[config.mk]
export PLATFORM = sky130hd
export DESIGN_NAME = mp2d_max_unit
export DESIGN_NICKNAME = d
export VERILOG_FILES = /design/src/rtl/mp2d_pkg.sv /design/src/rtl/mp2d_max_unit.sv
export SDC_FILE = /design/constraint.sdc
export NUM_CORES = 1
export LEC_CHECK = 0
export ABC_AREA = 1
export ABC_CLOCK_PERIOD_IN_PS = 1500
export BUFFER_PORTS_ARGS = -buffer_cell sky130_fd_sc_hd__buf_2
export CELL_PAD_IN_SITES_DETAIL_PLACEMENT = 0
export CELL_PAD_IN_SITES_GLOBAL_PLACEMENT = 1
export CORE_ASPECT_RATIO = 1.25
export CORE_MARGIN = 2
export CORE_UTILIZATION = 32
export CTS_BUF_LIST = sky130_fd_sc_hd__clkbuf_8
export DETAILED_ROUTE_END_ITERATION = 10
export PLACE_DENSITY = 0.77
export SYNTH_ARGS = -nofsm -noshare
export SYNTH_HDL_FRONTEND = slang
export SYNTH_SLANG_ARGS = --single-unit
[constraint.sdc]
create_clock -name clk -period 1.5 [get_ports clk]
set_input_delay 0.15 -clock clk [delete_from_list [all_inputs] [get_ports clk]]
set_output_delay 0.15 -clock clk [all_outputs]
set_load 0.02 [all_outputs]
[src/rtl/mp2d_pkg.sv]
package mp2d_pkg;

	localparam int MAX_COLS_DEF   = 256;
	localparam int MAX_WINDOW_DEF = 8;
	localparam int MAX_ROWS       = 1024;

	localparam int PIX_W      = 8;
	localparam int ROW_W      = 10;
	localparam int OCOL_W     = 8;
	localparam int FROWS_W    = 11;
	localparam int FCOLS_W    = 9;
	localparam int WIN_W      = 4;
	localparam int STEP_W     = 4;
	localparam int CNT_W      = 4;
	localparam int CFG_IDX_W  = 3;
	localparam int CFG_DATA_W = 11;

	localparam logic signed [PIX_W-1:0] PIX_MIN = 8'sh80;

	localparam logic [CFG_IDX_W-1:0] REG_FRAME_ROWS = 3'd0;
	localparam logic [CFG_IDX_W-1:0] REG_FRAME_COLS = 3'd1;
	localparam logic [CFG_IDX_W-1:0] REG_WINDOW_LEN = 3'd2;
	localparam logic [CFG_IDX_W-1:0] REG_STEP_LEN   = 3'd3;

	localparam logic [FROWS_W-1:0] FRAME_ROWS_RST = 11'd4;
	localparam logic [FCOLS_W-1:0] FRAME_COLS_RST = 9'd4;
	localparam logic [WIN_W-1:0]   WINDOW_LEN_RST = 4'd2;
	localparam logic [STEP_W-1:0]  STEP_LEN_RST   = 4'd2;

	typedef enum logic [1:0] {
		ST_IDLE,
		ST_READ,
		ST_FLUSH,
		ST_DONE
	} state_t;

	typedef struct packed {
		logic init;
		logic en;
	} max_ctl_t;

endpackage

[src/rtl/mp2d_max_unit.sv]
module mp2d_max_unit (
	input  logic                              clk,
	input  mp2d_pkg::max_ctl_t                ctl,
	input  logic signed [mp2d_pkg::PIX_W-1:0] data,
	output logic signed [mp2d_pkg::PIX_W-1:0] best
);
	import mp2d_pkg::*;

	logic signed [PIX_W-1:0] best_q;

	always_ff @(posedge clk) begin
		if (ctl.init) begin
			best_q <= PIX_MIN;
		end else if (ctl.en && (data > best_q)) begin
			best_q <= data;
		end
	end

	assign best = best_q;

endmodule

======== Word-level counts from Yosys, hierarchy flattened ========
Cells that the tools add are included.
Widths: inputs -> output; s select.
cells by class
  reductions and logical operators ........ 1
  order comparisons ....................... 1
operator list
  kind               number
  $gt 8x8->1         1
  $logic_and 1x1->1  1
storage, ports and cells
  bits of input ports ..................... 11
  word-level logic and storage cells ...... 3
  flip-flop bits (word level) ............. 8
  output and inout bits ................... 8

======== Depth between registers and ports, before layout ========
Gate-level depths: netlist (run 1).
  depth in word-level cells ............... 2
  depth in mapped cells ................... 13
  mapped depth without buffers ............ 13

======== Worst setup path before layout (run 1) ========
No wires, ideal clock.
  kind .................................... register -> register
  start point ............................. register best_q[7], in the netlist best[7]
  end point ............................... register best_q[0], in the netlist best[0]
  period minus slack after synthesis ...... 1.807 ns
  cell stages (with the launch flop) ...... 10
  setup slack ............................. -0.307 ns
  setup time .............................. 0.113 ns
  required time ........................... 1.387 ns
  data arrival time ....................... 1.694 ns
  path buffers ............................ 0
  path through ............................ dfxtp_1 -> inv_1 -> ha_1 -> a21o_2 -> nor2_1 -> nand3_2 -> nand2_4 -> nor2_4 -> nor2_1 -> nor2_1
on the way
  cells in the longest elaborated chain, start to end .. 2
RTL lines
  what                    line                 RTL
  from (decl)             mp2d_max_unit.sv:9   logic signed [PIX_W-1:0] best_q;
  from (signal assigned)  mp2d_max_unit.sv:15  best_q <= data;
  $gt 8x8->1              mp2d_max_unit.sv:14  end else if (ctl.en && (data > best_q)) begin
  $logic_and 1x1->1       mp2d_max_unit.sv:14
No other way between the ends.
A chain may end at the register's enable or synchronous reset.

======== Final worst setup path (run 1) ========
  start point ............................. register best_q[5], in the netlist best[5]
  end point ............................... register best_q[3], in the netlist best[3]
The elaborated chain is that of the path after synthesis.

==> metrics.yaml, run 1 <==
synthesis:
  synth_seq_area_share_pct: 26.61
  syn_nets: 108
  syn_area_per_cell_sq_um: 6.762
  yosysUniqueCellTypes: 16
  ys_seq_elements: 8
  yosysWarnings: 0
  synthTopCellsByArea: "dfxtp_1, ha_1, inv_1, nand2_1, nor2_1"
  synth_top_cell_by_area: "dfxtp_1"
  netlist.area_leader.share_pct: 26.61
  synth_area_sq_um: 601.8
  netlist_instances: 89
finish:
  fillerInstances: 161
  nets: 146
  multi_input_comb_area_sq_um: 508.0
  ff_latch_area_sq_um: 178.9
  largest_register_ffs: 8
  diodes: 0
  drive_gt1_share_pct: 59.52
  syn_to_final_growth_pct: 75.05
  final_cells: 145
route:
  drt_iter0_drc: 7
  wl_met3_um: 48
  first_pass_iters: 4
  routed-wl-met2_um: 827
  top_layer_used: "met4"
  drt_wl_total_um: 1583
  drc: 0
  drt-met1-wl_um: 684
  route.vias.total: 684
  avgViaCountPerCell: 4.717
  wire_per_inst_um: 10.92
  antenna_left: 0
floorplanning:
  ioPinCount: 19
  fp.dieArea_sq_um: 2246
  start_util_pct: 34.09
  die_x_um: 42.79
  die_y_um: 52.49
  rows: 17
  core-area_sq_um: 1765
clock_network:
  htreeDepth: 1
  numCtsBuffers: 3
  clock-sinks: 8
  cts_tree: "built"
  clk_path_buf_depth: 2
  clk_pin_slew_ps: 50
  clockRootBuffer: "clkbuf_8"
  clk_latency_ps: 240
grt:
  antenna_found_initial: 0
  track_usage_pct: 16.45
  grt_pass1_wl_um: 2725
  grt_remaining_overflow: 0
  grt_pass1_vias: 666
  grt_start_max_net_pins: 9
critical_path:
  worstSetupPathType: "reg2reg"
  worstPathArrival_ps: 1740
  slowest_delay_ps: 340
  r2r_cells: 10
  worstPathRequired_ps: 1670
  timing.rr.start: "best[5]"
  critPathLaunchType: "flop"
  crit_path_frequent_cell: "nand4_1"
  worstPathCellList: "inv_2 > ha_4 > nand2_2 > nor2_4 > nand4_1 > and2_4 > buf_4 > nand4_1 > nand2_1 > nor2_1"
  reg2reg_setup_slack_ps: -70
  path_max_fanout: 5
  cpMaxStageDelayCell: "dfxtp_4"
  endpoint_kind: "flop"
  r2r-end: "best[3]"
sta:
  final_hold_viol_count: 0
  setup_viol: 8
  max_slew_margin_pct: 83.24
  timing.final.crit_share_pct: 104.8
  worstMarginPinSlew_ps: 251.1
  rsz0062_at_grt: "true"
  slew_violations: 0
  hold-worst-slack_ps: 242.9
  finalCriticalPeriod_ps: 1572
  fmax_mhz: 636.2
  fin_skew_ps: 7.740
  final.setup.worst_slack_ps: -71.79
placement:
  dp.cells: 138
  place_worst_setup_slack_ps: -166.2
  hpwl_um: 1145
  io_buffers: 18
  gp_congestion: 0.7391
min_path:
  hold_start: "ctl[1]"
  hold_class: "in2reg"
  holdPathEnd: "best[7]"
  hold_depth: 3
pwr:
  p_seq_share_pct: 21.2
  pwr-share-clk_pct: 19.3
  p_leak_nw: 0.5380
  swShare_pct: 40.52
  ir_drop_mv: 0.6190
  internal_power_uw: 864.6
  combPwrFrac_pct: 59.5
  power_per_cell_area_nw_per_um2: 1380
  switching_power_uw: 589.0
job:
  maxCapViolations: 0
run_status:
  status: "finished, violations left"
  violations: "negative setup slack"
==> critical path: cells and delay by family (launching register included) <==
family / cells / cell delay [ps]
AND/OR/NAND/NOR: 7 / 720
flip-flops: 1 / 340
adder cells (fa/ha/maj): 1 / 260
buffers and inverters: 2 / 180
==> power by group through the flow <==
| stage | Sequential (mW) | Combinational [mW] | Clock, mW |
|---|---|---|---|
| 6_report | 0.307 | 0.865 | 0.281 |
| 5_1_grt | 0.313 | 0.952 | 0.299 |
| 4_1_cts | 0.307 | 0.795 | 0.290 |
| 3_5_place_dp | 0.309 | 0.657 | 0 |
| 3_3_place_gp | 0.307 | 0.647 | 0 |
| 2_1_floorplan | 0.380 | 0.366 | 0 |
==> worst max path at each step <==
stage / start / to / slack (ps) / cells past startpoint
after detailed placement: best[1] / best[6] / -170 / 12
after floorplan: best[7] / best[2] / -40 / 11
after global placement: best[3] / best[2] / -120 / 12
final: best[5] / best[3] / -70 / 10
after global routing: best[7] / best[6] / -170 / 10
after CTS: best[1] / best[4] / -80 / 12
==> cells in the final DEF, fill, tap and decap left out <==
cell type,n
nand3_4,1
nor2_1,12
inv_1,15
nand2_4,3
ha_4,6
nand2_1,9
nand2_2,6
o21ai_0,1
inv_2,5
ha_1,2
dfxtp_4,4
dfxtp_2,3
nor2_4,3
a21oi_2,2
a21oi_1,1
nand4_1,9
nor2_2,3
buf_2,18
dfxtp_1,1
buf_12,1
a21o_4,1
buf_4,14
nand3_1,1
clkbuf_8,3
buf_6,1
and2_4,1
==> synth_stat cells <==
cell and instances:
inv_1 19, nand2_1 17, nor2_1 16, nand4_1 9, dfxtp_1 8, ha_1 8
a21oi_1 3, a21o_2 1, and2_0 1, buf_6 1, nand2_4 1, nand3_1 1
nand3_2 1, nor2_2 1, nor2_4 1, o21ai_0 1
==> cell families (layout without fill, tap and decap cells) <==
group | after synthesis | in the layout | synth area share [%]
AOI/OAI and AO/OA | 5 | 5 | 4.780
adders and majority gates | 8 | 8 | 16.63
and+or+nand+nor | 48 | 48 | 38.25
DFF | 8 | 8 | 26.61
buffers and inverters | 20 | 57 | 13.72
==> metrics by stage <==
step | utilization (%) | power [mW] | TNS, ps | instance area, sq um
6_report | 59.67 | 1.454 | -388.3 | 1054
5_1_grt | 59.67 | 1.564 | -1093 | 1054
4_1_cts | 56.48 | 1.393 | -520.2 | 997.2
3_5_place_dp | 48.55 | 0.9658 | -1199 | 857.1
3_3_place_gp | 48.55 | 0.9542 | -862.7 | 857.1
2_1_floorplan | - | 0.7465 | -255.8 | 656.9
==> layout make-up <==
cell class | instances | area share [%]
multi-input combinational | 61 | 48.22
timing repair buffer | 34 | 21.50
sequential | 8 | 16.98
inverter | 19 | 6.770
clock buffer | 3 | 3.919
tap | 19 | 2.257
clock inverter | 1 | 0.3563
==> layer usage <==
layer,GRT usage [%],vias to the layer above
met1,19.21,310
met3,3.103,2
met4,10.94,0
met2,27.02,15
met5,0,-
li1,-,357
==> timing repair <==
action                                  4_1_cts  5_1_grt
hold buffers                                  0        0
buffers inserted                              3        0
endpoints found under the setup margin        8        8
gates resized for setup                      13       13
pin swaps                                    20       23
(Power assumes the default switching activity.)
==> inputs of run 2 (changes only) <==
- CELL_PAD_IN_SITES_DETAIL_PLACEMENT: 0 -> unset
- CELL_PAD_IN_SITES_GLOBAL_PLACEMENT: 1 -> unset
- CORE_ASPECT_RATIO: 1.25 -> unset
- CORE_UTILIZATION: 32 -> 45
- PLACE_DENSITY: 0.77 -> 0.75
==> metrics.yaml, run 2 (synthesis results as in run 1) <==
sta:
  max_slew_margin_pct: 82.61
  worstMarginPinSlew_ps: 260.5
  rsz0062_at_grt: "true"
  fmax_mhz: 603.3
  final_hold_viol_count: 0
  timing.final.crit_share_pct: 110.5
  hold-worst-slack_ps: 234.2
  fin_skew_ps: 1.710
  setup_viol: 8
  final.setup.worst_slack_ps: -157.5
  slew_violations: 0
  finalCriticalPeriod_ps: 1657
critical_path:
  path_max_fanout: 7
  worstPathArrival_ps: 1820
  critPathBufInv: 1
  crit_family: "simple AND/OR/NAND/NOR gates"
  worstPathCellList: "inv_2 > ha_4 > nand2_2 > nand2_1 > nand2_1 > nand2_1 > nand2_2 > nand3_4 > nand2_4 > nor2_4 > nor2_1 > nor2_1"
  critPathLaunchType: "flop"
  slowest_delay_ps: 350
  endpoint_kind: "flop"
  worstPathRequired_ps: 1660
  cpMaxStageDelayCell: "dfxtp_4"
  worstSetupPathType: "reg2reg"
  crit_path_frequent_cell: "nand2_1"
pwr:
  combPwrFrac_pct: 59.3
  p_leak_nw: 0.5157
  pwr-share-clk_pct: 18.9
  ir_drop_mv: 0.9140
  p_seq_share_pct: 21.7
  switching_power_uw: 594.1
  internal_power_uw: 840.0
  power_per_cell_area_nw_per_um2: 1429
  swShare_pct: 41.43
clock_network:
  cts_hold_buf: 0
  cts_tree: "built"
  clockRootBuffer: "clkbuf_8"
  htreeDepth: 1
  clock-sinks: 8
  numCtsBuffers: 3
  clk_latency_ps: 240
  clk_path_buf_depth: 2
  clk_pin_slew_ps: 40
floorplanning:
  rows: 13
  start_util_pct: 47.44
  ioPinCount: 19
  die_y_um: 40.57
  fp.dieArea_sq_um: 1646
  core-area_sq_um: 1269
  die_x_um: 40.57
grt:
  track_usage_pct: 25.00
  antenna_found_initial: 0
  grt_start_max_net_pins: 9
  grt_remaining_overflow: 0
  grt_pass1_vias: 649
  grt_pass1_wl_um: 2649
finish:
  layout_commonest_cell: "buf_2"
  design_area_sq_um: 1003
  drive_gt1_share_pct: 54.10
  mostFrequentLayoutCells: "buf_2, inv_1, nor2_1"
  diodes: 0
  syn_to_final_growth_pct: 66.74
  largest_register_ffs: 8
  final_cells: 137
  nets: 143
route:
  drt_wl_total_um: 1790
  wire_per_inst_um: 13.07
  drc: 0
  antenna_left: 0
  drt_iter0_drc: 16
  route.vias.total: 711
  first_pass_iters: 6
  avgViaCountPerCell: 5.190
placement:
  place_worst_setup_slack_ps: -169.2
  dp.cells: 131
  io_buffers: 18
  placed_cell_area_sq_um: 829.5
  hpwl_um: 1172
  gp_congestion: 0.8935
run_status:
  violations: "negative setup slack"
  status: "finished, violations left"
job:
  maxCapViolations: 0
min_path:
  hold_class: "in2reg"
==> run 2: changes by cell type in the layout (fill, tap and decap cells not counted), sizes merged <==
| cell | delta |
|---|---|
| buf | -3 |
| inv | -1 |
==> run 2: final cells by class <==
type	instances	area [sq um]
Clock buffer	3	41.29
Fill cell	84	265.3
Inverter	19	71.32
Multi-Input combinational cell	61	485.5
Sequential cell	8	178.9
Tap cell	15	18.77
Timing Repair Buffer	31	207.7
==> run 2: through the flow <==
stage          total power [mW]  utilization, %  TNS (ps)
3_5_place_dp             0.9549           65.38     -1123
6_report                  1.434           79.09    -922.1
5_1_grt                   1.513           79.09     -1406
3_3_place_gp             0.9321           65.38    -636.7
4_1_cts                   1.370           77.42    -506.4
2_1_floorplan            0.7465               -    -255.8
==> run 2: tightest hold or removal path: cells and delay by family <==
kind,cells,cell delay (ps)
buffers and inverters,1,110
and+or+nand+nor,2,170
==> run 2: what timing repair did <==
action	CTS	global route
endpoints found under the setup margin	8	8
pin swaps	20	19
setup buffers	2	1
gates resized for setup	15	6
==> run 2: path summary, 6_finish.rpt <==
check | start | to | slack (ps) | depth (start not counted)
max | best[1] | best[4] | -160 | 12
min | data[7] | best[7] | 230 | 3
max reg2reg | best[1] | best[4] | -160 | 12
min reg2reg | best[0] | best[0] | 530 | 2
==> run 2: per-layer routing <==
| metal | global-route usage (%) | wire, um | part of all wire (%) | vias up |
|---|---|---|---|---|
| met4 | 15.83 | 53 | 3.0 | 0 |
| met1 | 26.64 | 721 | 40 | 325 |
| met3 | 3.333 | 83 | 4.6 | 7 |
| li1 | - | - | - | 349 |
| met2 | 45.24 | 931 | 52 | 30 |
| met5 | 0 | 0 | 0 | - |
==> run 2: power groups by stage <==
stage / Clock [mW] / Combinational, mW / Sequential, mW
floorplan: 0 / 0.366 / 0.380
global placement: 0 / 0.625 / 0.307
detailed placement: 0 / 0.645 / 0.310
CTS: 0.267 / 0.795 / 0.308
global route: 0.272 / 0.925 / 0.316
finish: 0.272 / 0.851 / 0.311
==> inputs of run 3 (changes only) <==
- ABC_CLOCK_PERIOD_IN_PS: 1500 -> 1700
- CORE_AREA: unset -> 2 2 39 41
- CORE_MARGIN: 2 -> unset
- CORE_UTILIZATION: 45 -> unset
- CTS_BUF_LIST: sky130_fd_sc_hd__clkbuf_8 -> unset
- DIE_AREA: unset -> 0 0 41 43
- PLACE_DENSITY: 0.75 -> 0.72
- clock period: 1.5 -> 1.7 ns (I/O delays scaled with it)
==> metrics.yaml, run 3 (synthesis results as in run 1) <==
run_status:
  status: "complete, no violations"
route:
  avgViaCountPerCell: 4.882
  drt_wl_total_um: 1479
  wire_per_inst_um: 10.88
  first_pass_iters: 4
  route.vias.total: 664
  antenna_left: 0
  drc: 0
  drt_iter0_drc: 9
finish:
  drive_gt1_share_pct: 41.67
  layout_commonest_cell: "inv_1"
  mostFrequentLayoutCells: "inv_1, buf_2, nor2_1"
  largest_register_ffs: 8
  final_cells: 136
  nets: 141
  design_area_sq_um: 895.9
  diodes: 0
  syn_to_final_growth_pct: 48.86
  finish.utilization_pct: 64.74
sta:
  final.setup.worst_slack_ps: 111.7
  worstMarginPinSlew_ps: 234.3
  slew_violations: 0
  final_hold_viol_count: 0
  finalCriticalPeriod_ps: 1588
  max_slew_margin_pct: 84.36
  timing.final.crit_share_pct: 93.43
  setup_viol: 0
  fin_skew_ps: 3.051
  fmax_mhz: 629.6
placement:
  gp_congestion: 0.7871
  place_worst_setup_slack_ps: -24.09
  io_buffers: 18
  hpwl_um: 1014
  placed_cell_area_sq_um: 749.5
  dp.cells: 128
grt:
  grt_start_max_net_pins: 9
  grt_remaining_overflow: 0
  grt_pass1_wl_um: 2242
  track_usage_pct: 18.39
  grt_pass1_vias: 566
  antenna_found_initial: 0
job:
  maxCapViolations: 0
clock_network:
  numCtsBuffers: 3
  htreeDepth: 1
  cts_hold_buf: 0
  cts_tree: "built"
  clk_path_buf_depth: 2
  clockRootBuffer: "clkbuf_4"
  clk_latency_ps: 260
  clk_pin_slew_ps: 60
  clock-sinks: 8
floorplanning:
  fp.dieArea_sq_um: 1763
  die_x_um: 41
  start_util_pct: 43.49
  ioPinCount: 19
  core-area_sq_um: 1384
  die_y_um: 43
  rows: 14
critical_path:
  path_max_fanout: 7
  worstPathRequired_ps: 1890
  worstPathArrival_ps: 1780
  worstSetupPathType: "reg2reg"
  critPathLaunchType: "flop"
  endpoint_kind: "flop"
pwr:
  ir_drop_mv: 0.5393
  power_per_cell_area_nw_per_um2: 1192
  p_leak_nw: 0.4910
  totalPowerFinal_mw: 1.068
min_path:
  hold_class: "in2reg"
[run 3: final cells by class]
class | count | area [sq um]
timing repair buffer | 28 | 165.2
tap | 16 | 20.02
clock buffer | 3 | 22.52
multi-input combinational | 62 | 454.2
sequential | 8 | 162.7
fill | 120 | 488.0
inverter | 19 | 71.32
[run 3: path summary, 6_finish.rpt]
kind / startpoint / endpoint / slack [ps] / cells past startpoint
setup / recovery: best[3] / best[5] / 110 / 12
hold reg to reg: best[7] / best[7] / 490 / 2
hold / removal: ctl[1] / best[7] / 230 / 3
setup reg to reg: best[3] / best[5] / 110 / 12
[run 3: per-stage QoR]
| step | setup TNS, ps | hold slack, ps |
|---|---|---|
| floorplan | 0 | 347.3 |
| global placement | 0 | 472.9 |
| detailed placement | -66.71 | 480.5 |
| CTS | 0 | 216.6 |
| global route | -34.94 | 261.4 |
| finish | 0 | 232.0 |
[run 3: timing repair]
action | 4_1_cts | 5_1_grt
endpoints found under the setup margin | 7 | 8
resized for setup | 6 | 13
cloned | 1 | 0
hold endpoints to repair | 0 | 0
pin swaps | 2 | 7
setup buffers | 0 | 4
[run 3: metal layers]
| metal | wire [um] | part of all wire (%) | GRT usage (%) |
|---|---|---|---|
| met5 | 0 | 0 | 0 |
| met4 | 36 | 2.4 | 9.333 |
| met3 | 66 | 4.5 | 3.141 |
| met2 | 749 | 51 | 28.13 |
| met1 | 626 | 42 | 23.55 |
[run 3: report_power, final]
part	internal (mW)	switching (mW)	total [mW]	leakage, nW
sequential	0.235	0.0247	0.260	0.0662
combinational	0.277	0.381	0.658	0.411
clock	0.0811	0.0691	0.150	0.0138
total	0.593	0.474	1.07	0.491
[run 3: critical path, stage by stage (launching register included)]
cell     delay (ps)
dfxtp_1         330
inv_1            40
ha_1            280
nand2_1          60
inv_1            70
nand2_1          60
nand2_2          80
nand2_4          80
nand3_4         120
nand2_4          60
nor2_4          180
nor2_1           60
nor2_1           90
